`src/hdl/cwvf_pkg.sv`:
```
// Shared types and constants for the classifier window vote filter.
package cwvf_pkg;

   // Field widths of the input and result items.
   localparam int CODE_W  = 5;
   localparam int TIME_W  = 32;
   localparam int LIMIT_W = 16;
   localparam int VOTE_W  = 4;
   localparam int DIGIT_W = 4;

   // Packed stream and register port widths.
   localparam int REQ_TDATA_W = 40;
   localparam int RSP_TDATA_W = 8;
   localparam int CSR_ADDR_W  = 4;
   localparam int CSR_DATA_W  = 32;

   // Bit positions inside the request beat.
   localparam int REQ_CODE_LSB = 0;
   localparam int REQ_NOW_LSB  = REQ_CODE_LSB + CODE_W;

   // Default sizing of the vote window.
   localparam int DEF_WINDOW_LEN  = 8;
   localparam int DEF_CLASS_COUNT = 10;

   // Special class codes and entry markers.
   localparam logic [CODE_W-1:0]  CODE_READ_FAILED = CODE_W'(-2);
   localparam logic [CODE_W-1:0]  CODE_CONTROL     = CODE_W'(10);
   localparam logic [DIGIT_W-1:0] EMPTY_ENTRY      = 4'hF;
   localparam logic [DIGIT_W-1:0] NONE_EMITTED     = 4'hF;

   // Register indexes on the configuration port.
   localparam logic [1:0] REG_MIN_VOTES  = 2'd0;
   localparam logic [1:0] REG_SHORT_HOLD = 2'd1;
   localparam logic [1:0] REG_LONG_HOLD  = 2'd2;

   // Register reset values.
   localparam logic [VOTE_W-1:0]  RST_MIN_VOTES  = 4'd2;
   localparam logic [LIMIT_W-1:0] RST_SHORT_HOLD = 16'd1000;
   localparam logic [LIMIT_W-1:0] RST_LONG_HOLD  = 16'd3000;

   // Sequencer states.
   typedef enum logic [2:0] {
      ST_IDLE,
      ST_WIN_READ,
      ST_DEC_READ,
      ST_INC_READ,
      ST_SCAN,
      ST_RESULT
   } state_type;

endpackage

```
`src/hdl/classifier_window_vote_filter.sv`:
```
// Sliding-window majority vote over classifier results with a control hold timer.
//
// Input beats on req_* carry one classifier result and its millisecond timestamp.
// Every accepted beat yields exactly one result beat on rsp_*, in order.
// A failed read or a control symbol yields an all-zero result; any other code
// closes a running hold (backspace or long_hold) and enters the vote window.
// The window entries and the per-class counts live in two small synchronous
// memories with registered reads; each counted item reads the replaced window
// slot, does a read-modify-write of the leaving class count and of the entering
// class count where each is a real class, then scans all CLASS_COUNT counts.
// A failed read or a control symbol skips the memories and goes straight to
// the result. The count memory is scanned one entry per cycle.
// The result sits in an output register, so the next beat is taken while a
// finished result still waits; a stalled receiver holds rsp_tdata steady and
// blocks the block only when a second result is ready to leave.
// Reset (synchronous, active high) empties the window and zeroes the counts
// through per-entry valid bits, so no clearing pass over the memories is needed.
// Registers: min_votes at 0x0, short_hold_min_ms at 0x4, long_hold_ms at 0x8.
module classifier_window_vote_filter #(
   parameter int WINDOW_LEN  = cwvf_pkg::DEF_WINDOW_LEN,
   parameter int CLASS_COUNT = cwvf_pkg::DEF_CLASS_COUNT
) (
   input  logic                              clock,
   input  logic                              reset,
   // Request beats.
   input  logic                              req_tvalid,
   output logic                              req_tready,
   // [4:0] class_code, [36:5] now_ms, [39:37] zero
   input  logic [cwvf_pkg::REQ_TDATA_W-1:0]  req_tdata,
   // Result beats.
   output logic                              rsp_tvalid,
   input  logic                              rsp_tready,
   // [0] digit_valid, [4:1] digit, [5] backspace, [6] long_hold, [7] zero
   output logic [cwvf_pkg::RSP_TDATA_W-1:0]  rsp_tdata,
   // Configuration port.
   input  logic                              csr_psel,
   input  logic                              csr_penable,
   input  logic                              csr_pwrite,
   input  logic [cwvf_pkg::CSR_ADDR_W-1:0]   csr_paddr,
   input  logic [cwvf_pkg::CSR_DATA_W-1:0]   csr_pwdata,
   output logic [cwvf_pkg::CSR_DATA_W-1:0]   csr_prdata,
   output logic                              csr_pready
);
   import cwvf_pkg::*;

   localparam int PosW    = (WINDOW_LEN > 1) ? $clog2(WINDOW_LEN) : 1;
   localparam int ClsIdxW = $clog2(CLASS_COUNT);
   localparam int CntW    = $clog2(WINDOW_LEN + 1);
   localparam int CmpW    = (CntW > VOTE_W) ? CntW : VOTE_W;
   localparam logic [PosW-1:0]    PosLast    = PosW'(WINDOW_LEN - 1);
   localparam logic [ClsIdxW-1:0] ClsIdxLast = ClsIdxW'(CLASS_COUNT - 1);
   localparam logic [DIGIT_W-1:0] ClsLast    = DIGIT_W'(CLASS_COUNT - 1);
   localparam logic [CntW-1:0]    CntMax     = CntW'(WINDOW_LEN);

   // Configuration registers.
   logic [VOTE_W-1:0]  min_votes_ff;
   logic [LIMIT_W-1:0] short_hold_ff;
   logic [LIMIT_W-1:0] long_hold_ff;
   logic               csr_wr;

   // Sequencer.
   state_type state_ff, state_in;

   // Window memory and its read port.
   logic [DIGIT_W-1:0] win_mem [WINDOW_LEN];
   logic [WINDOW_LEN-1:0] win_vld_ff;
   logic [DIGIT_W-1:0] win_rd_ff;
   logic [PosW-1:0]    pos_ff;
   logic               win_we;

   // Count memory and its read port.
   logic [CntW-1:0]    cnt_mem [CLASS_COUNT];
   logic [CLASS_COUNT-1:0] cnt_vld_ff;
   logic [CntW-1:0]    cnt_rd_ff;
   logic               cnt_rvld_ff;
   logic [ClsIdxW-1:0] cnt_raddr;
   logic [ClsIdxW-1:0] cnt_waddr;
   logic [CntW-1:0]    cnt_wdata;
   logic               cnt_we;
   logic [CntW-1:0]    cnt_val;
   logic [CntW-1:0]    cnt_dec;

   // Per-item working registers.
   logic [DIGIT_W-1:0] entry_ff;
   logic [ClsIdxW-1:0] old_ff;
   logic               same_ff;
   logic [CntW-1:0]    dec_val_ff;
   logic [TIME_W-1:0]  dur_ff;
   logic               bs_ff;
   logic               lh_ff;
   logic               res_dv_ff;
   logic [DIGIT_W-1:0] res_dg_ff;
   logic [DIGIT_W-1:0] last_ff;

   // Hold timer.
   logic               hold_active_ff;
   logic [TIME_W-1:0]  hold_start_ff;

   // Count scan.
   logic [ClsIdxW-1:0] scan_addr_ff;
   logic               scan_issued_ff;
   logic               scan_live_ff;
   logic [ClsIdxW-1:0] scan_ridx_ff;
   logic [ClsIdxW-1:0] best_idx_ff;
   logic [CntW-1:0]    best_cnt_ff;
   logic               scan_take;
   logic [ClsIdxW-1:0] fin_idx;
   logic [CntW-1:0]    fin_cnt;
   logic               scan_last;
   logic               fin_dv;

   // Output register.
   logic               rsp_valid_ff;
   logic [RSP_TDATA_W-1:0] rsp_data_ff;
   logic               rsp_load;

   // Request decode.
   logic signed [CODE_W-1:0] req_code;
   logic [TIME_W-1:0]  req_now;
   logic               req_fire;
   logic               code_fail;
   logic               code_ctrl;
   logic               code_cls;

   // Window read decode.
   logic [DIGIT_W-1:0] old_entry;
   logic               old_is_cls;
   logic               entry_is_cls;
   logic               flag_bs;
   logic               flag_lh;

   assign req_code  = req_tdata[REQ_CODE_LSB +: CODE_W];
   assign req_now   = req_tdata[REQ_NOW_LSB +: TIME_W];
   assign req_fire  = req_tvalid && req_tready;
   assign code_fail = (req_code == CODE_READ_FAILED);
   assign code_ctrl = (req_code == CODE_CONTROL);
   assign code_cls  = !req_code[CODE_W-1] && (req_code[DIGIT_W-1:0] <= ClsLast);

   // Configuration port: writes on the access phase, reads return the register.
   assign csr_pready = 1'b1;
   assign csr_wr     = csr_psel && csr_penable && csr_pwrite && csr_pready;

   always_ff @(posedge clock) begin
      if (reset) begin
         min_votes_ff  <= RST_MIN_VOTES;
         short_hold_ff <= RST_SHORT_HOLD;
         long_hold_ff  <= RST_LONG_HOLD;
      end else if (csr_wr) begin
         unique case (csr_paddr[3:2])
            REG_MIN_VOTES:  min_votes_ff  <= csr_pwdata[VOTE_W-1:0];
            REG_SHORT_HOLD: short_hold_ff <= csr_pwdata[LIMIT_W-1:0];
            REG_LONG_HOLD:  long_hold_ff  <= csr_pwdata[LIMIT_W-1:0];
            default: ;
         endcase
      end
   end

   always_comb begin
      unique case (csr_paddr[3:2])
         REG_MIN_VOTES:  csr_prdata = CSR_DATA_W'(min_votes_ff);
         REG_SHORT_HOLD: csr_prdata = CSR_DATA_W'(short_hold_ff);
         REG_LONG_HOLD:  csr_prdata = CSR_DATA_W'(long_hold_ff);
         default:        csr_prdata = '0;
      endcase
   end

   // Values read back from the memories; an entry never written reads as reset.
   assign old_entry    = win_vld_ff[pos_ff] ? win_rd_ff : EMPTY_ENTRY;
   assign old_is_cls   = (old_entry <= ClsLast);
   assign entry_is_cls = (entry_ff <= ClsLast);
   assign cnt_val      = cnt_rvld_ff ? cnt_rd_ff : '0;
   assign cnt_dec      = (cnt_val != '0) ? cnt_val - 1'b1 : '0;

   // Hold limits compared against the duration taken at acceptance.
   always_comb begin
      flag_bs = 1'b0;
      flag_lh = 1'b0;
      if ((dur_ff > TIME_W'(short_hold_ff)) && (dur_ff < TIME_W'(long_hold_ff))) begin
         flag_bs = 1'b1;
      end else if (dur_ff > TIME_W'(long_hold_ff)) begin
         flag_lh = 1'b1;
      end
   end

   // Scan compare: first count seeds the best, later ones replace it only if larger.
   assign scan_take = (scan_ridx_ff == '0) || (cnt_val > best_cnt_ff);
   assign fin_idx   = scan_take ? scan_ridx_ff : best_idx_ff;
   assign fin_cnt   = scan_take ? cnt_val : best_cnt_ff;
   assign scan_last = scan_live_ff && (scan_ridx_ff == ClsIdxLast);
   assign fin_dv    = (CmpW'(fin_cnt) > CmpW'(min_votes_ff))
                      && (DIGIT_W'(fin_idx) != last_ff);

   // Next state.
   always_comb begin
      state_in = state_ff;
      unique case (state_ff)
         ST_IDLE: begin
            if (req_fire) begin
               state_in = (code_fail || code_ctrl) ? ST_RESULT : ST_WIN_READ;
            end
         end
         ST_WIN_READ: begin
            if (old_is_cls) begin
               state_in = ST_DEC_READ;
            end else if (entry_is_cls) begin
               state_in = ST_INC_READ;
            end else begin
               state_in = ST_SCAN;
            end
         end
         ST_DEC_READ: state_in = entry_is_cls ? ST_INC_READ : ST_SCAN;
         ST_INC_READ: state_in = ST_SCAN;
         ST_SCAN: begin
            if (scan_last) begin
               state_in = ST_RESULT;
            end
         end
         ST_RESULT: begin
            if (rsp_load) begin
               state_in = ST_IDLE;
            end
         end
         default: state_in = ST_IDLE;
      endcase
   end

   // Sequencer outputs: handshake, memory strobes and addresses.
   always_comb begin
      req_tready = 1'b0;
      win_we     = 1'b0;
      cnt_we     = 1'b0;
      cnt_waddr  = old_ff;
      cnt_wdata  = cnt_dec;
      cnt_raddr  = scan_addr_ff;
      rsp_load   = 1'b0;
      unique case (state_ff)
         ST_IDLE: req_tready = 1'b1;
         ST_WIN_READ: begin
            win_we    = 1'b1;
            cnt_raddr = old_is_cls ? old_entry[ClsIdxW-1:0] : entry_ff[ClsIdxW-1:0];
         end
         ST_DEC_READ: begin
            cnt_we    = 1'b1;
            cnt_raddr = entry_ff[ClsIdxW-1:0];
         end
         ST_INC_READ: begin
            cnt_we    = 1'b1;
            cnt_waddr = entry_ff[ClsIdxW-1:0];
            cnt_wdata = (same_ff ? dec_val_ff : cnt_val) + 1'b1;
         end
         ST_SCAN: cnt_raddr = scan_addr_ff;
         ST_RESULT: rsp_load = !rsp_valid_ff || rsp_tready;
         default: ;
      endcase
   end

   // Window memory: one write and one registered read at the current slot.
   always_ff @(posedge clock) begin
      if (win_we) begin
         win_mem[pos_ff] <= entry_ff;
      end
      win_rd_ff <= win_mem[pos_ff];
   end

   // Count memory: one write and one registered read per cycle.
   always_ff @(posedge clock) begin
      if (cnt_we) begin
         cnt_mem[cnt_waddr] <= cnt_wdata;
      end
      cnt_rd_ff <= cnt_mem[cnt_raddr];
   end

   // Control state, valid bits and per-item registers.
   always_ff @(posedge clock) begin
      if (reset) begin
         state_ff       <= ST_IDLE;
         pos_ff         <= '0;
         win_vld_ff     <= '0;
         cnt_vld_ff     <= '0;
         cnt_rvld_ff    <= 1'b0;
         last_ff        <= NONE_EMITTED;
         hold_active_ff <= 1'b0;
         hold_start_ff  <= '0;
         scan_addr_ff   <= '0;
         scan_issued_ff <= 1'b0;
         scan_live_ff   <= 1'b0;
         rsp_valid_ff   <= 1'b0;
      end else begin
         state_ff    <= state_in;
         cnt_rvld_ff <= cnt_vld_ff[cnt_raddr];

         // Hold timer and duration capture at acceptance.
         if (state_ff == ST_IDLE && req_fire && !code_fail) begin
            if (code_ctrl) begin
               if (!hold_active_ff) begin
                  hold_active_ff <= 1'b1;
                  hold_start_ff  <= req_now;
               end
            end else begin
               hold_active_ff <= 1'b0;
            end
         end

         // Slot replacement advances the circular position.
         if (win_we) begin
            win_vld_ff[pos_ff] <= 1'b1;
            pos_ff <= (pos_ff == PosLast) ? '0 : pos_ff + 1'b1;
         end
         if (cnt_we) begin
            cnt_vld_ff[cnt_waddr] <= 1'b1;
         end

         // Scan issues one count read per cycle; the data follows in the next cycle.
         if (state_ff == ST_SCAN) begin
            scan_live_ff <= !scan_issued_ff;
            if (!scan_issued_ff) begin
               if (scan_addr_ff == ClsIdxLast) begin
                  scan_issued_ff <= 1'b1;
               end else begin
                  scan_addr_ff <= scan_addr_ff + 1'b1;
               end
            end
         end else begin
            scan_addr_ff   <= '0;
            scan_issued_ff <= 1'b0;
            scan_live_ff   <= 1'b0;
         end

         if (scan_last && fin_dv) begin
            last_ff <= DIGIT_W'(fin_idx);
         end

         // Output register keeps its beat until the receiver takes it.
         if (rsp_load) begin
            rsp_valid_ff <= 1'b1;
         end else if (rsp_tready) begin
            rsp_valid_ff <= 1'b0;
         end
      end
   end

   // Payload registers.
   always_ff @(posedge clock) begin
      if (state_ff == ST_IDLE && req_fire) begin
         entry_ff  <= code_cls ? req_code[DIGIT_W-1:0] : EMPTY_ENTRY;
         dur_ff    <= hold_active_ff ? (req_now - hold_start_ff) : '0;
         bs_ff     <= 1'b0;
         lh_ff     <= 1'b0;
         res_dv_ff <= 1'b0;
         res_dg_ff <= '0;
      end
      if (state_ff == ST_WIN_READ) begin
         old_ff  <= old_entry[ClsIdxW-1:0];
         same_ff <= old_is_cls && (old_entry == entry_ff);
         bs_ff   <= flag_bs;
         lh_ff   <= flag_lh;
      end
      if (state_ff == ST_DEC_READ) begin
         dec_val_ff <= cnt_dec;
      end
      // The index of the count in flight is the read address, registered.
      if (state_ff == ST_SCAN) begin
         scan_ridx_ff <= scan_addr_ff;
      end
      if (scan_live_ff) begin
         best_idx_ff <= fin_idx;
         best_cnt_ff <= fin_cnt;
      end
      if (scan_last) begin
         res_dv_ff <= fin_dv;
         res_dg_ff <= fin_dv ? DIGIT_W'(fin_idx) : '0;
      end
      if (rsp_load) begin
         rsp_data_ff <= {1'b0, lh_ff, bs_ff, res_dg_ff, res_dv_ff};
      end
   end

   assign rsp_tvalid = rsp_valid_ff;
   assign rsp_tdata  = rsp_data_ff;

   // A failed read skips all memory work and goes straight to the result.
   a_fail_direct: assert property (@(posedge clock) disable iff (reset)
      (req_fire && code_fail) |=> (state_ff == ST_RESULT))
      else $error("failed read did not go straight to the result");

   // A written count never exceeds the window length.
   a_cnt_bound: assert property (@(posedge clock) disable iff (reset)
      cnt_we |-> (cnt_wdata <= CntMax))
      else $error("class count exceeds window length");

   // An emitted digit is a real class index.
   a_digit_range: assert property (@(posedge clock) disable iff (reset)
      (rsp_valid_ff && rsp_data_ff[0]) |-> (rsp_data_ff[4:1] <= ClsLast))
      else $error("emitted digit out of class range");

   // Backspace and long hold never come together.
   a_hold_excl: assert property (@(posedge clock) disable iff (reset)
      rsp_valid_ff |-> !(rsp_data_ff[5] && rsp_data_ff[6]))
      else $error("backspace and long hold raised together");

endmodule

```
`config.mk`:
```
export PLATFORM = sky130hd
export DESIGN_NAME = classifier_window_vote_filter
export DESIGN_NICKNAME = d
export VERILOG_FILES = /design/src/hdl/cwvf_pkg.sv /design/src/hdl/classifier_window_vote_filter.sv
export SDC_FILE = /design/constraint.sdc
export NUM_CORES = 1
export LEC_CHECK = 0
export ABC_AREA = 1
export ABC_CLOCK_PERIOD_IN_PS = 8300
export BUFFER_PORTS_ARGS = -buffer_cell sky130_fd_sc_hd__buf_2
export CAP_MARGIN = 10
export CORE_ASPECT_RATIO = 1.2
export CORE_UTILIZATION = 64
export CTS_CLUSTER_DIAMETER = 120
export DETAILED_ROUTE_END_ITERATION = 10
export GPL_TIMING_DRIVEN = 1
export PLACE_DENSITY = 0.85
export SLEW_MARGIN = 20
export SYNTH_ARGS = -nofsm -noshare
export SYNTH_HDL_FRONTEND = slang
export SYNTH_SLANG_ARGS = --single-unit
```
`constraint.sdc`:
```
create_clock -name clock -period 8.3 [get_ports clock]
set_clock_uncertainty 0.2 [all_clocks]
set_input_delay 0 -clock clock [delete_from_list [all_inputs] [get_ports clock]]
set_output_delay 0 -clock clock [all_outputs]
set_load 0.05 [all_outputs]
```
* Yosys cells after proc, flatten, opt, wreduce, memory -nomap -nowiden *
Memory sizes are Yosys's and may differ from the RTL's. A register that Yosys moved wholly into a read port is not among the register bits.
Cells that the tools add are included.

storage, ports and cells
  logic and storage cells = 156
  output and inout bits = 43
  register bits = 176
  bits in writable memories = 72
  memories = 2
  bits of input ports = 83

operators by class
  magnitude comparators = 13
  bitwise operators = 6
  multiplexer cells = 50
  equal/unequal tests = 17
  add/subtract/negate cells = 5
  reductions and logical operators = 35

memory list
  name     depth  width  rd ports  clocked after Yosys merged registers in  write ports  RTL line                             source
  cnt_mem  10     4      1         1                                        1            classifier_window_vote_filter.sv:72  logic [CntW-1:0] cnt_mem [CLASS_COUNT];
  win_mem  8      4      1         1                                        1            classifier_window_vote_filter.sv:65  logic [DIGIT_W-1:0] win_mem [WINDOW_LEN];

operators with widths
  kind                                                        number
  greater-than comparator 32 x 16 -> 1 bit                    2
  2-to-1 mux 4 bit                                            12
  case mux 16 bit (3 select lines)                            1
  less-than comparator 32 x 16 -> 1 bit                       1
  subtractor 32 bit                                           1
  2-to-1 mux 1 bit                                            24
  2-to-1 mux 3 bit                                            7
  case mux 3 bit (6 select lines)                             1
  logical AND 1 bit                                           13
  <= comparator 4 bit, second input constant                  3
  less-than comparator 4 x 5 -> 1 bit, second input constant  2
  bitwise OR 10 bit                                           1
  == test 3 bit, second input constant                        3
  adder 4 x 1 -> 4 bit, second input constant                 2
  == test 4 bit, second input constant                        2
  greater-than comparator 4 bit                               2
  bitwise OR 8 bit                                            1
  case mux 4 bit (2 select lines)                             1
  AND reduction 2 bit                                         4
  == test 3 x 2 -> 1 bit, second input constant               2
  inequality test 2 bit, second input constant                3
  AND reduction 3 bit                                         2
  nonzero test 2 bit                                          3
  == test 5 x 4 -> 1 bit, second input constant               1
  23 further kinds                                            32

* Logic depth before layout (Yosys ltp) *
Gate-level depths: netlist (run 1).

  word-level depth = 8
  depth in mapped cells = 21
  mapped depth without buffers = 19

* Least setup slack after synthesis (run 1) *
Ideal clock, no wire load.

  path type = register to register
  start = reg cnt_rvld_ff
  end = reg last_ff[1]
  cell stages (with the launch flop) = 19
  data arrival time = 2.608 ns
  required time = 7.967 ns
  buffers on the path = 0
  period minus slack after synthesis = 2.942 ns
  setup slack = 5.358 ns
  library setup time = 0.133 ns
  path through = dfxtp_1 > nand2_1 > inv_1 > ha_1 > nand2_1 > nor2_1 > nand3_1 > nand2_1 > nand2_2 > nand2_1 > o21ai_0 > ha_1 > nand2_1 > o21ai_0 > a21oi_1 > nor3_1 > nand2_1 > nand2_1 > nand3_1

between the ends
  longest elaborated chain between the ends = 7
  elaborated cells between the ends (all ways) = 9
  classes of those cells = order compare (2); eq/ne (1); mux (3); reduce/logical (3)

ends and longest elaborated chain
  element                          RTL line                              source
  start, declared                  classifier_window_vote_filter.sv:75   logic cnt_rvld_ff;
  start signal, assigned           classifier_window_vote_filter.sv:290  cnt_rvld_ff <= cnt_vld_ff[cnt_raddr];
  2-to-1 mux 4 bit *               classifier_window_vote_filter.sv:171  assign cnt_val = cnt_rvld_ff ? cnt_rd_ff : '0;
  greater-than comparator 4 bit    classifier_window_vote_filter.sv:186  assign scan_take = (scan_ridx_ff == '0) || (cnt_val > best_cnt_ff);
  logical OR 1 bit                 classifier_window_vote_filter.sv:186
  2-to-1 mux 4 bit *               classifier_window_vote_filter.sv:188  assign fin_cnt = scan_take ? cnt_val : best_cnt_ff;
  net fin_cnt[2]                   classifier_window_vote_filter.sv:108  logic [CntW-1:0] fin_cnt;
  greater-than comparator 4 bit *  classifier_window_vote_filter.sv:190  assign fin_dv = (CmpW'(fin_cnt) > CmpW'(min_votes_ff))
  logical AND 1 bit *              classifier_window_vote_filter.sv:191  && (DIGIT_W'(fin_idx) != last_ff);
  logical AND 1 bit *              classifier_window_vote_filter.sv:329  if (scan_last && fin_dv) begin
  end signal, assigned             classifier_window_vote_filter.sv:330  last_ff <= DIGIT_W'(fin_idx);
  end, declared                    classifier_window_vote_filter.sv:93   logic [DIGIT_W-1:0] last_ff;

The timed path passes the listed nets; every way through them passes the cells marked *.
A chain may end at the register's enable or synchronous reset.

* Worst setup path in the final report (run 1) *
  start = reg state_ff[2]
  end = reg cnt_rd_ff[2] (read register of cnt_mem)

between the ends
  longest elaborated chain between the ends = 2
  elaborated cells between the ends (all ways) = 3
  classes of those cells = eq/ne (2); mux (1)

ends and longest elaborated chain
  element                                                                  RTL line                              source
  start, declared                                                          classifier_window_vote_filter.sv:62   state_type state_ff, state_in;
  start signal, assigned                                                   classifier_window_vote_filter.sv:289  state_ff <= state_in;
  == test 3 x 2 -> 1 bit / == test 3 x 1 -> 1 bit (equally long branches)  classifier_window_vote_filter.sv:236  unique case (state_ff)
  case mux 4 bit (2 select lines) *                                        classifier_window_vote_filter.sv:236
  end, declared                                                            classifier_window_vote_filter.sv:74   logic [CntW-1:0] cnt_rd_ff;

Mark *: on every way between the ends. The rest lies on a longest branch, timed or not.

==> metrics.log, run 1 <==
[metrics] status: finished, final reports clean
[metrics] number of distinct library cells after synthesis: 50
[metrics] fraction of power consumed by sequential logic: 0.430
[metrics] Register Area: between 6000 and 7000 µm²
[metrics] overall via count from detail_route: ~11k
[metrics] nets@finish: between 1.5k and 2k
[metrics] Cells on Worst Hold Path: 4
[metrics] boundary pin count: approximately 130
[metrics] area of the die: between 20000 and 25000 µm²
[metrics] FF-to-FF setup slack: roughly 4700 ps
[metrics] largest net degree at the start of global routing: 77
[metrics] number of setup buffers added after CTS: 0
[metrics] category of the worst setup path capture point: register
[metrics] ys async rst share: 0
[metrics] count of endpoints failing setup in the final report: 0
[metrics] CTS tree: built
[metrics] clock power share: 0.306
[metrics] WL final: between 30000 and 40000 µm
[metrics] number of diodes added for antenna fixing: 0
[metrics] DRC Markers: 0
[metrics] hold path endpoint: short_hold_ff[9]
[metrics] kind of start point of the critical path: register
[metrics] worst supply voltage drop on vdd: just over 200 µV
[metrics] DR pass1 iterations: 6
[metrics] Net Sw Frac: 0.336
[metrics] number of DRC violations after detailed-routing iteration 0: between 800 and 900
[metrics] post-synthesis average cell area: 8.61 µm²
[metrics] Max Slew Vio Count: 0
[metrics] Sink Count: 256
[metrics] quantity of gates resized following cts: 0
[metrics] signed area change from the synthesized netlist to the final layout: 16.1%
[metrics] met3 demand-to-capacity share in global routing: 0.0366
[metrics] placeable core region: 19800 µm²
[metrics] number of buffers created by CTS: 25
[metrics] unrepaired setup endpoints after global routing: no
[metrics] routing usage on met2: 0.560
[metrics] vertical extent of the die: between 150 and 200 µm
[metrics] overall routing resource usage: 0.306
[metrics] cells along the critical path: inv_1 > nand2_1 > nor2_1 > inv_1 > nand2_2 > o22ai_1 > inv_1 > nand2_2 > nand2_1 > nand3_1 > nand3_1 > nand2_1 > nand2_1 > nand2_1
[metrics] maxcap violations: 0
[metrics] critical path peak fanout: 29
[metrics] terminus of the critical flop-to-flop path: cnt_rd_ff[2]
[metrics] Via-to-Cell Ratio: between 5 and 6
[metrics] clock tree root buffer cell: clkbuf_16
[metrics] Most Crowded Layer GR: met2
[metrics] Power Density: about 250 nW/µm²
[metrics] Post-synth EDFFs: roughly 140
[metrics] most common cell after layout, fill and taps aside: nand2_1
[metrics] min cycle time layout: 3590 ps
[metrics] number of antenna violations at the first check in global routing: 0
[metrics] Hold Path Origin: csr_pwdata[9]
[metrics] area of the multi-input gates: roughly 5500 µm²
[metrics] effective utilization at floorplan: 0.659
[metrics] post-synthesis instance area: roughly 13000 µm²
[metrics] Die X: about 130 µm
[metrics] maximum achievable frequency: approximately 280 MHz
[metrics] sum of buffers and inverters on the critical path: 3
[metrics] top cell family by delay on the critical path: simple AND/OR/NAND/NOR gates
[metrics] Top FF cell, synth: edfxtp_1
[metrics] fill cell total of the finished layout: around 1.3k
[metrics] Row Count: 56
[metrics] Port Buffers: between 80 and 90
[metrics] headroom to the max-slew limit: 0.266
[metrics] clock transition at the register clock pins on the worst setup and hold paths after CTS: 70 ps
[metrics] met1 Resource Use GR: 0.367
[metrics] layout cells sized above 1: 0.0910
[metrics] total power consumption of the routed design: roughly 3.7 mW
[metrics] yosys warns: 0
[metrics] proportion of power drawn by combinational gates: 0.264
[metrics] later-pin clock latency in the skew report: between 500 and 600 ps
[metrics] CP Data Required Time: 8500 ps
[metrics] reg2reg path depth: 14
[metrics] half-perimeter wire length after placement: approximately 21000 µm
[metrics] overall overflow remaining after global route: 0
[metrics] vias in the first global route: around 11k
[metrics] Worst Tran Pin Value: roughly 1100 ps
[metrics] cell count after synthesis: 1513
[metrics] max incr delay on CP: 540 ps
[metrics] setup TNS: 0 ps
[metrics] cell seen most often among critical-path stages: nand2_1
[metrics] internal power: about 2.5 mW
[metrics] Leakage: 6.29 nW
[metrics] most used cells in the layout excluding fill and tap cells: nand2_1 (247), inv_1 (201), nor2_1 (154)
[metrics] Routed WL per cell: 16.4 µm
[metrics] cell with the largest stage delay on the worst path: inv_1
[metrics] reg-to-reg startpoint: state_ff[2]
[metrics] Critical Setup Path Class: register to register
[metrics] Synth Register Bits: about 260
[metrics] Final Hold Violating Endpoints: 0
[metrics] global placer's final weighted congestion: approximately 0.96
[metrics] H-tree lvl count: 1
[metrics] Seq/Total Area, Yosys: 0.503
[metrics] NetSw: ~1.3 mW
[metrics] first-pass GRT wire length: 51400 µm
[metrics] worst path arrival time: approximately 3800 ps
[metrics] Longest Clk Path Bufs: 3
[metrics] worst min-delay path category: input port to register
[metrics] final clock period utilization by the worst path: 0.433
[metrics] post-route ant nets: 0
## final cells by class
type	instances	area share
flip-flops and latches	256	0.433
multi-input cells	1010	0.360
repair buffers	162	0.0784
inverters	207	0.0516
clock buffers	30	0.0433
well taps	261	0.0216
clock inverters	16	0.0114
## what timing repair did
action	CTS	global route
hold buffers	74	0
hold endpoints to repair	142	0
endpoints found under the setup margin	0	0
## worst register-to-register path, delay by kind of cell (launching register included)
kind | cells | cell delay, ps
AOI/OAI and AO/OA | 1 | 80
and+or+nand+nor | 10 | 1950
buffers and inverters | 3 | 890
DFF | 1 | 350
## flip-flops by register name, summed over array words and instances, names as in the netlist, 4 cells and up
| signal | flops |
|---|---|
| scan_addr_ff | 4 |
| cnt_vld_ff | 10 |
| win_mem | 32 |
| short_hold_ff | 16 |
| long_hold_ff | 16 |
| best_idx_ff | 4 |
| hold_start_ff | 32 |
| scan_ridx_ff | 4 |
| rsp_tdata | 7 |
| best_cnt_ff | 4 |
| win_vld_ff | 8 |
| last_ff | 4 |
| entry_ff | 4 |
| win_rd_ff | 4 |
| res_dg_ff | 4 |
| dec_val_ff | 4 |
| cnt_mem | 40 |
| min_votes_ff | 4 |
| old_ff | 4 |
| dur_ff | 32 |
| cnt_rd_ff | 4 |
## power groups by stage
stage | Sequential, mW | Combinational [mW] | Clock [mW]
CTS | 1.60 | 0.962 | 1.14
detailed placement | 1.62 | 0.923 | 0
global placement | 1.62 | 0.889 | 0
global route | 1.61 | 1.09 | 1.20
finish | 1.60 | 0.985 | 1.14
floorplan | 1.60 | 0.716 | 0
## kinds of logic after synthesis
| kind of cell | synth area share |
|---|---|
| xor+xnor | 0.00605 |
| buf+inv | 0.0841 |
| fa+ha+maj | 0.0726 |
| compound gates | 0.148 |
| flops | 0.503 |
| other cells | 0.000577 |
| simple gates | 0.185 |
## Yosys cell counts, types with 7 or more instances
library cell,n,share of area
inv_1,202,0.058
xor2_1,8,0.0054
nand2_1,247,0.071
nor2_1,154,0.044
edfxtp_1,143,0.33
a21oi_1,144,0.055
nand3_1,95,0.037
dfxtp_1,113,0.17
nand2_2,7,0.0034
clkbuf_1,29,0.0084
o211ai_1,21,0.012
nand4_1,18,0.0086
o21a_1,7,0.0040
ha_1,74,0.071
buf_4,18,0.010
nor4_1,9,0.0043
o21ai_0,115,0.044
o221ai_1,8,0.0054
o21ai_1,7,0.0027
nor3_1,16,0.0061
o22ai_1,13,0.0062
## how the worst max path moves through the flow
| stage | from | end | slack [ps] | cells after the start |
|---|---|---|---|---|
| final | state_ff[2] | cnt_rd_ff[2] | 4710 | 14 |
| after floorplan | cnt_rvld_ff | last_ff[1] | 5360 | 18 |
| after global routing | cnt_rvld_ff | last_ff[2] | 4320 | 18 |
| after global placement | cnt_rvld_ff | last_ff[1] | 4930 | 18 |
| after CTS | cnt_rvld_ff | last_ff[2] | 4710 | 18 |
| after detailed placement | cnt_rvld_ff | last_ff[1] | 4820 | 18 |
## metrics by stage
stage | cell area, µm² | utilization | hold slack, ps | instances | worst slack, ps
5_1_grt | 15100 | 0.766 | 90.4 | 1942 | 4320
3_3_place_gp | 13600 | 0.686 | 30.4 | 1822 | 4930
4_1_cts | 15100 | 0.765 | 40.9 | 1942 | 4710
2_1_floorplan | 13100 | - | -69.6 | 1529 | 5360
6_report | 15100 | 0.766 | 42.4 | 1942 | 4710
3_5_place_dp | 13600 | 0.686 | 40.9 | 1822 | 4820
## layer usage
layer	up-vias	share of wire
li1	5440	-
met1	5223	0.40
met2	514	0.50
met3	99	0.065
met4	0	0.034
met5	-	0
Note: power is estimated with default switching activity, not from simulation.
==> run 2, diff against run 1 <==
- ABC_CLOCK_PERIOD_IN_PS: 8300 -> 3700
- CORE_UTILIZATION: 64 -> 60
- PLACE_DENSITY: 0.85 -> 0.81
- clock period: 8.3 -> 3.7 ns (I/O delays scaled with it)
==> run 2 against run 1 <==
Effect of this change: die area grew 6.6%; wire length shrank 0.92%; worst setup slack lost 4300 ps; register-to-register slack lost 4300 ps; worst hold slack gained 26 ps; clock-buffer cell count grew 5; critical path depth grew 3; global-route usage shrank 2.1 points; power grew 130%; core utilization shrank 3.7 points.
==> metrics.log, run 2 (synthesis gave the netlist of run 1 again) <==
[metrics] sum of buffers and inverters on the critical path: 3 (unchanged)
[metrics] max incr delay on CP: 330 ps (was 540 ps)
[metrics] signed area change from the synthesized netlist to the final layout: 18.0% (was 16.1%)
[metrics] maxcap violations: 0 (unchanged)
[metrics] Final Hold Violating Endpoints: 0 (unchanged)
[metrics] layout cells sized above 1: 0.0999 (was 0.0910)
[metrics] effective utilization at floorplan: 0.617 (was 0.659)
[metrics] clock transition at the register clock pins on the worst setup and hold paths after CTS: 70 ps (about the same)
[metrics] reg2reg path depth: 17 (was 14)
[metrics] Port Buffers: 86 (unchanged)
[metrics] later-pin clock latency in the skew report: 520 ps (was 530 ps)
[metrics] Longest Clk Path Bufs: 3 (unchanged)
[metrics] number of setup buffers added after CTS: 0 (unchanged)
[metrics] half-perimeter wire length after placement: 21100 µm (about the same)
[metrics] Max Slew Vio Count: 0 (unchanged)
[metrics] cell seen most often among critical-path stages: nand2_1 (unchanged)
[metrics] first-pass GRT wire length: 50400 µm (was 51400 µm)
[metrics] nets@finish: 1839 (was 1820)
[metrics] min setup slack post-route: 451 ps (was 4710 ps)
[metrics] largest net degree at the start of global routing: 65 (was 77)
[metrics] post-route ant nets: 0 (unchanged)
[metrics] placeable core region: 21100 µm² (was 19800 µm²)
[metrics] overall routing resource usage: 0.284 (was 0.306)
[metrics] Power Density: 559 nW/µm² (was 246 nW/µm²)
[metrics] total cell area at the placement stage: 13700 µm² (was 13600 µm²)
[metrics] overall via count from detail_route: 11.2k (was 11.3k)
[metrics] hold path endpoint: long_hold_ff[4] (was short_hold_ff[9])
[metrics] Register Area: 6560 µm² (unchanged)
[metrics] total power consumption of the routed design: 8.60 mW (was 3.73 mW)
[metrics] H-tree lvl count: 1 (unchanged)
[metrics] number of buffers created by CTS: 26 (was 25)
[metrics] Leakage: 6.42 nW (was 6.29 nW)
[metrics] number of flip-flops under the largest register name: 40 (unchanged)
[metrics] Critical Setup Path Class: register to register (unchanged)
[metrics] reg-to-reg startpoint: cnt_rvld_ff (was state_ff[2])
[metrics] Routed WL per cell: 16.0 µm (was 16.4 µm)
[metrics] final clock period utilization by the worst path: 0.878 (was 0.433)
[metrics] Via-to-Cell Ratio: 5.66 (was 5.81)
[metrics] post-layout util: 0.728 (was 0.766)
[metrics] boundary pin count: 126 (unchanged)
[metrics] routing usage on met2: 0.513 (was 0.560)
[metrics] status: finished, final reports clean (unchanged)
[metrics] Die X: 137 µm (was 132 µm)
[metrics] critical path peak fanout: 10 (was 29)
[metrics] CP Data Required Time: 3780 ps (was 8500 ps)
[metrics] worst supply voltage drop on vdd: 483 µV (was 203 µV)
[metrics] final std cell area, no fill: 15400 µm² (was 15100 µm²)
[metrics] non-filler instance count after layout: 1972 (was 1942)
[metrics] Placed Cells incl. Taps: 1843 (was 1822)
[metrics] number of buffers added to fix hold violations after cts: 80 (was 74)
[metrics] area of the multi-input gates: 5440 µm² (was 5450 µm²)
[metrics] fill cell total of the finished layout: 1499 (was 1309)
[metrics] met3 demand-to-capacity share in global routing: 0.0313 (was 0.0366)
[metrics] FF-to-FF setup slack: 450 ps (was 4710 ps)
[metrics] number of DRC violations after detailed-routing iteration 0: 945 (was 890)
[metrics] met1 Resource Use GR: 0.345 (was 0.367)
[metrics] category of the worst setup path capture point: register (unchanged)
[metrics] most used cells in the layout excluding fill and tap cells: nand2_1 (247), inv_1 (201), nor2_1 (154) (unchanged)
[metrics] register containing the most flip-flops in the final layout: cnt_mem (unchanged)
[metrics] Worst Tran Pin Value: 949 ps (was 1100 ps)
[metrics] CTS tree: built (unchanged)
[metrics] worst path arrival time: 3330 ps (was 3790 ps)
[metrics] cells along the critical path: nand2_1 > inv_1 > ha_1 > nand2_1 > nor2_1 > nand3_1 > nand2_1 > nand2_2 > o21ai_0 > ha_1 > a21oi_1 > o21ai_0 > a21oi_1 > nor3_1 > buf_4 > nand3_1 > inv_1 (was inv_1 > nand2_1 > nor2_1 > inv_1 > nand2_2 > o22ai_1 > inv_1 > nand2_2 > nand2_1 > nand3_1 > nand3_1 > nand2_1 > nand2_1 > nand2_1)
[metrics] WL final: 31600 µm (was 31900 µm)
[metrics] Row Count: 58 (was 56)
[metrics] Post-Place Worst Slack: 497 ps (was 4820 ps)
[metrics] overall overflow remaining after global route: 0 (unchanged)
[metrics] area of the die: 22300 µm² (was 20900 µm²)
[metrics] quantity of gates resized following cts: 0 (unchanged)
[metrics] global placer's final weighted congestion: 0.945 (was 0.958)
[metrics] number of antenna violations at the first check in global routing: 1 (was 0)
[metrics] headroom to the max-slew limit: 0.361 (was 0.266)
[metrics] Cells on Worst Hold Path: 4 (unchanged)
[metrics] vias in the first global route: 10.7k (was 10.9k)
[metrics] terminus of the critical flop-to-flop path: res_dg_ff[2] (was cnt_rd_ff[2])
[metrics] clock tree root buffer cell: clkbuf_16 (unchanged)
[metrics] setup TNS: 0 ps (unchanged)
[metrics] vertical extent of the die: 163 µm (was 158 µm)
[metrics] min cycle time layout: 3250 ps (was 3590 ps)
[metrics] DR pass1 iterations: 7 (was 6)
[metrics] Sink Count: 256 (unchanged)
[metrics] count of endpoints failing setup in the final report: 0 (unchanged)
[metrics] cell with the largest stage delay on the worst path: dfxtp_1 (was inv_1)
[metrics] Hold Path Origin: csr_pwdata[4] (was csr_pwdata[9])
[metrics] DRC Markers: 0 (unchanged)
[metrics] most common cell after layout, fill and taps aside: nand2_1 (unchanged)
[metrics] top cell family by delay on the critical path: simple AND/OR/NAND/NOR gates (unchanged)
[metrics] kind of start point of the critical path: register (unchanged)
[metrics] unrepaired setup endpoints after global routing: no (unchanged)
[metrics] Most Crowded Layer GR: met2 (unchanged)
[metrics] worst min-delay path category: input port to register (unchanged)
[metrics] Hold Worst Slack: 68.4 ps (was 42.4 ps)
[metrics] maximum achievable frequency: 308 MHz (was 278 MHz)
## run 2: cell types whose count changed in the layout (fill, tap and decap cells not counted), moves of 2 or more
| cell | change |
|---|---|
| o21ai_0 | +2 |
| o21ai_1 | -2 |
| buf_4 | +12 |
| clkbuf_16 | +4 |
| dlygate4sd3_1 | +6 |
| clkinv_1 | -4 |
## run 2: power breakdown
group / switching (mW) / leakage [nW] / internal (mW)
combinational: 1.53 / 3.75 / 0.688
sequential: 0.171 / 2.23 / 3.41
clock: 1.12 / 0.443 / 1.67
total: 2.83 / 6.42 / 5.77
## run 2: worst max-delay path by stage
stage	start	end	slack (ps)	cells after the start
6_report	cnt_rvld_ff	res_dg_ff[2]	450	17
3_5_place_dp	cnt_rvld_ff	res_dg_ff[2]	500	17
5_1_grt	cnt_rvld_ff	last_ff[3]	180	18
2_1_floorplan	cnt_rvld_ff	last_ff[1]	760	18
3_3_place_gp	cnt_rvld_ff	res_dg_ff[1]	570	17
4_1_cts	cnt_rvld_ff	res_dg_ff[2]	490	17
## run 2: area by class of cell
cell class              instances  area share
inverters                     207      0.0507
flip-flops and latches        256       0.426
clock buffers                  35      0.0500
well taps                     270      0.0220
multi-input cells            1010       0.354
clock inverters                13     0.00985
diodes                          1    0.000163
repair buffers                180      0.0869
## run 2: worst reg2reg max path: cells and delay by family, from the launching register on
kind                       cells  cell delay (ps)
and+or+nand+nor                8              890
AOI/OAI and AO/OA              4              640
DFF                            1              330
buffers and inverters          3              310
adders and majority gates      2              600
## run 2: routing by layer
layer | part of all wire | vias up
li1 | - | 5456
met1 | 0.40 | 5182
met2 | 0.51 | 432
met3 | 0.057 | 95
met4 | 0.033 | 0
met5 | 0 | -
==> run 3, diff against run 2 <==
- CORE_UTILIZATION: 60 -> 59
- GPL_ROUTABILITY_DRIVEN: unset -> 0
- PLACE_DENSITY: 0.81 -> 0.8
- SLEW_MARGIN: 20 -> 30
==> run 3 against run 2 <==
Effect of this change: wire length fell by 1.4%; register-to-register slack got worse by 170 ps; critical path type unchanged; global-route usage fell by 0.57 points; worst setup slack got worse by 170 ps; via count fell by 0.40%; critical path depth rose by 1; sequential share of layout area rose by 0.090 points; highest routed layer unchanged; largest cell class unchanged; largest power group unchanged; clock power barely moved; power fell by 0.33%.
==> metrics.log, run 3 (synthesis gave the netlist of run 1 again) <==
[metrics] number of flip-flops under the largest register name: 40 (unchanged)
[metrics] Die X: 138 µm (was 137 µm)
[metrics] effective utilization at floorplan: 0.600 (was 0.617)
[metrics] overall overflow remaining after global route: 0 (unchanged)
[metrics] Final Hold Violating Endpoints: 0 (unchanged)
[metrics] worst min-delay path category: input port to register (unchanged)
[metrics] number of antenna violations at the first check in global routing: 0 (was 1)
[metrics] clock tree root buffer cell: clkbuf_16 (unchanged)
[metrics] unrepaired setup endpoints after global routing: no (unchanged)
[metrics] largest net degree at the start of global routing: 65 (unchanged)
[metrics] vias in the first global route: 10.5k (was 10.7k)
[metrics] setup TNS: 0 ps (unchanged)
[metrics] H-tree lvl count: 1 (unchanged)
[metrics] register containing the most flip-flops in the final layout: cnt_mem (unchanged)
[metrics] overall routing resource usage: 0.279 (was 0.284)
[metrics] fraction of power consumed by sequential logic: 0.419 (was 0.417)
[metrics] min setup slack post-route: 283 ps (was 451 ps)
[metrics] cell with the largest stage delay on the worst path: dfxtp_1 (unchanged)
[metrics] cells along the critical path: nand2_1 > inv_1 > ha_1 > nand2_1 > nor2_1 > nand2_1 > nand3b_1 > nand2_1 > nand2_2 > o21ai_0 > ha_1 > a21oi_1 > o21ai_0 > a21oi_1 > nor3_1 > buf_4 > nand3_1 > inv_1 (was nand2_1 > inv_1 > ha_1 > nand2_1 > nor2_1 > nand3_1 > nand2_1 > nand2_2 > o21ai_0 > ha_1 > a21oi_1 > o21ai_0 > a21oi_1 > nor3_1 > buf_4 > nand3_1 > inv_1)
[metrics] proportion of power drawn by combinational gates: 0.258 (about the same)
[metrics] clock power share: 0.323 (was 0.325)
[metrics] maxcap violations: 0 (unchanged)
[metrics] headroom to the max-slew limit: 0.366 (was 0.361)
[metrics] worst path arrival time: 3500 ps (was 3330 ps)
[metrics] first-pass GRT wire length: 50100 µm (was 50400 µm)
[metrics] most common cell after layout, fill and taps aside: nand2_1 (unchanged)
[metrics] layout cells sized above 1: 0.0978 (was 0.0999)
[metrics] area of the die: 22700 µm² (was 22300 µm²)
[metrics] DRC Markers: 0 (unchanged)
[metrics] worst supply voltage drop on vdd: 539 µV (was 483 µV)
[metrics] Power Density: 559 nW/µm² (about the same)
[metrics] boundary pin count: 126 (unchanged)
[metrics] NetSw: 2.80 mW (was 2.83 mW)
[metrics] category of the worst setup path capture point: register (unchanged)
[metrics] most used cells in the layout excluding fill and tap cells: nand2_1 (247), inv_1 (201), nor2_1 (154) (unchanged)
[metrics] Critical Setup Path Class: register to register (unchanged)
[metrics] cell seen most often among critical-path stages: nand2_1 (unchanged)
[metrics] Longest Clk Path Bufs: 3 (unchanged)
[metrics] CTS tree: built (unchanged)
[metrics] overall via count from detail_route: 11.1k (was 11.2k)
[metrics] kind of start point of the critical path: register (unchanged)
[metrics] clock transition at the register clock pins on the worst setup and hold paths after CTS: 60 ps (was 70 ps)
[metrics] post-route ant nets: 0 (unchanged)
[metrics] Leakage: 6.40 nW (was 6.42 nW)
[metrics] critical path peak fanout: 10 (unchanged)
[metrics] min cycle time layout: 3420 ps (was 3250 ps)
[metrics] number of DRC violations after detailed-routing iteration 0: 842 (was 945)
[metrics] final clock period utilization by the worst path: 0.924 (was 0.878)
[metrics] nets@finish: 1836 (was 1839)
[metrics] Port Buffers: 86 (unchanged)
[metrics] Via-to-Cell Ratio: 5.64 (was 5.66)
[metrics] CP Data Required Time: 3780 ps (about the same)
[metrics] Worst Tran Pin Value: 942 ps (was 949 ps)
[metrics] Sink Count: 256 (unchanged)
[metrics] Post-Place Worst Slack: 400 ps (was 497 ps)
[metrics] Routed WL per cell: 15.8 µm (was 16.0 µm)
[metrics] number of buffers created by CTS: 26 (unchanged)
[metrics] Row Count: 59 (was 58)
[metrics] DR pass1 iterations: 5 (was 7)
[metrics] status: finished, final reports clean (unchanged)
[metrics] placeable core region: 21700 µm² (was 21100 µm²)
[metrics] number of diodes added for antenna fixing: 0 (was 1)
[metrics] Max Slew Vio Count: 0 (unchanged)
[metrics] max incr delay on CP: 370 ps (was 330 ps)
[metrics] later-pin clock latency in the skew report: 530 ps (was 520 ps)
[metrics] WL final: 31100 µm (was 31600 µm)
[metrics] Net Sw Frac: 0.327 (was 0.329)
[metrics] half-perimeter wire length after placement: 21100 µm (about the same)
[metrics] signed area change from the synthesized netlist to the final layout: 17.8% (was 18.0%)
[metrics] count of endpoints failing setup in the final report: 0 (unchanged)
[metrics] maximum achievable frequency: 293 MHz (was 308 MHz)
[metrics] internal power: 5.77 mW (about the same)
[metrics] FF-to-FF setup slack: 280 ps (was 450 ps)
[metrics] vertical extent of the die: 165 µm (was 163 µm)
[metrics] fill cell total of the finished layout: 1618 (was 1499)
==> run 3: changes by cell type in the layout (fill, tap and decap cells not counted), sizes merged, moves of 2 or more <==
cell	delta
bufinv	+2
clkinvlp	-3
clkbuf	-6
clkinv	+8
dlygate4sd3	-2
==> run 3: worst paths after layout <==
| kind | startpoint | cells past startpoint | to |
|---|---|---|---|
| min reg2reg | res_dv_ff | 0 | rsp_tdata[0] |
| max reg2reg | cnt_rvld_ff | 18 | res_dg_ff[1] |
| max | cnt_rvld_ff | 18 | res_dg_ff[1] |
| min | csr_pwdata[3] | 4 | long_hold_ff[3] |
==> run 3: critical path, delay by kind of cell (launching register included) <==
family | cells | cell delay (ps)
simple gates | 9 | 890
flops | 1 | 370
fa+ha+maj | 2 | 600
compound gates | 4 | 780
buf+inv | 3 | 350
==> run 3: final cells by class <==
class                      count  area, µm²  share of cell area
clock inverter                19        223              0.0145
inverter                     207        779              0.0508
tap                          274        343              0.0223
multi-input combinational   1010       5450               0.355
timing repair buffer         177       1310              0.0853
clock buffer                  29        683              0.0445
sequential                   256       6560               0.427
==> run 3: metrics by stage <==
stage / util / hold slack, ps / instances / instance area, µm² / total power, mW
global route: 0.707 / 70.0 / 1972 / 15300 / 9.01
finish: 0.707 / 67.2 / 1972 / 15300 / 8.57
global placement: 0.629 / 30.5 / 1846 / 13700 / 5.67
floorplan: - / -69.6 / 1529 / 13100 / 5.20
detailed placement: 0.629 / 38.9 / 1846 / 13700 / 5.75
CTS: 0.707 / 33.1 / 1972 / 15300 / 8.56
==> run 3: repair_timing <==
action                    CTS  global route
resized for setup           0             0
hold buffers               78             0
setup buffers               0             0
hold endpoints to repair  142             0
==> run 3: power by group through the flow <==
stage               Sequential (mW)  Combinational, mW  Clock (mW)
finish                         3.60               2.21        2.77
global route                   3.63               2.47        2.91
CTS                            3.59               2.17        2.79
detailed placement             3.65               2.09           0
global placement               3.64               2.03           0
floorplan                      3.60               1.61           0
==> run 3: routing by layer <==
metal / share of wire / wire (µm) / track usage
met3: 0.058 / 1820 / 0.0313
met1: 0.42 / 13100 / 0.356
met5: 0 / 0 / 0
met4: 0.025 / 779 / 0.0904
met2: 0.50 / 15400 / 0.489
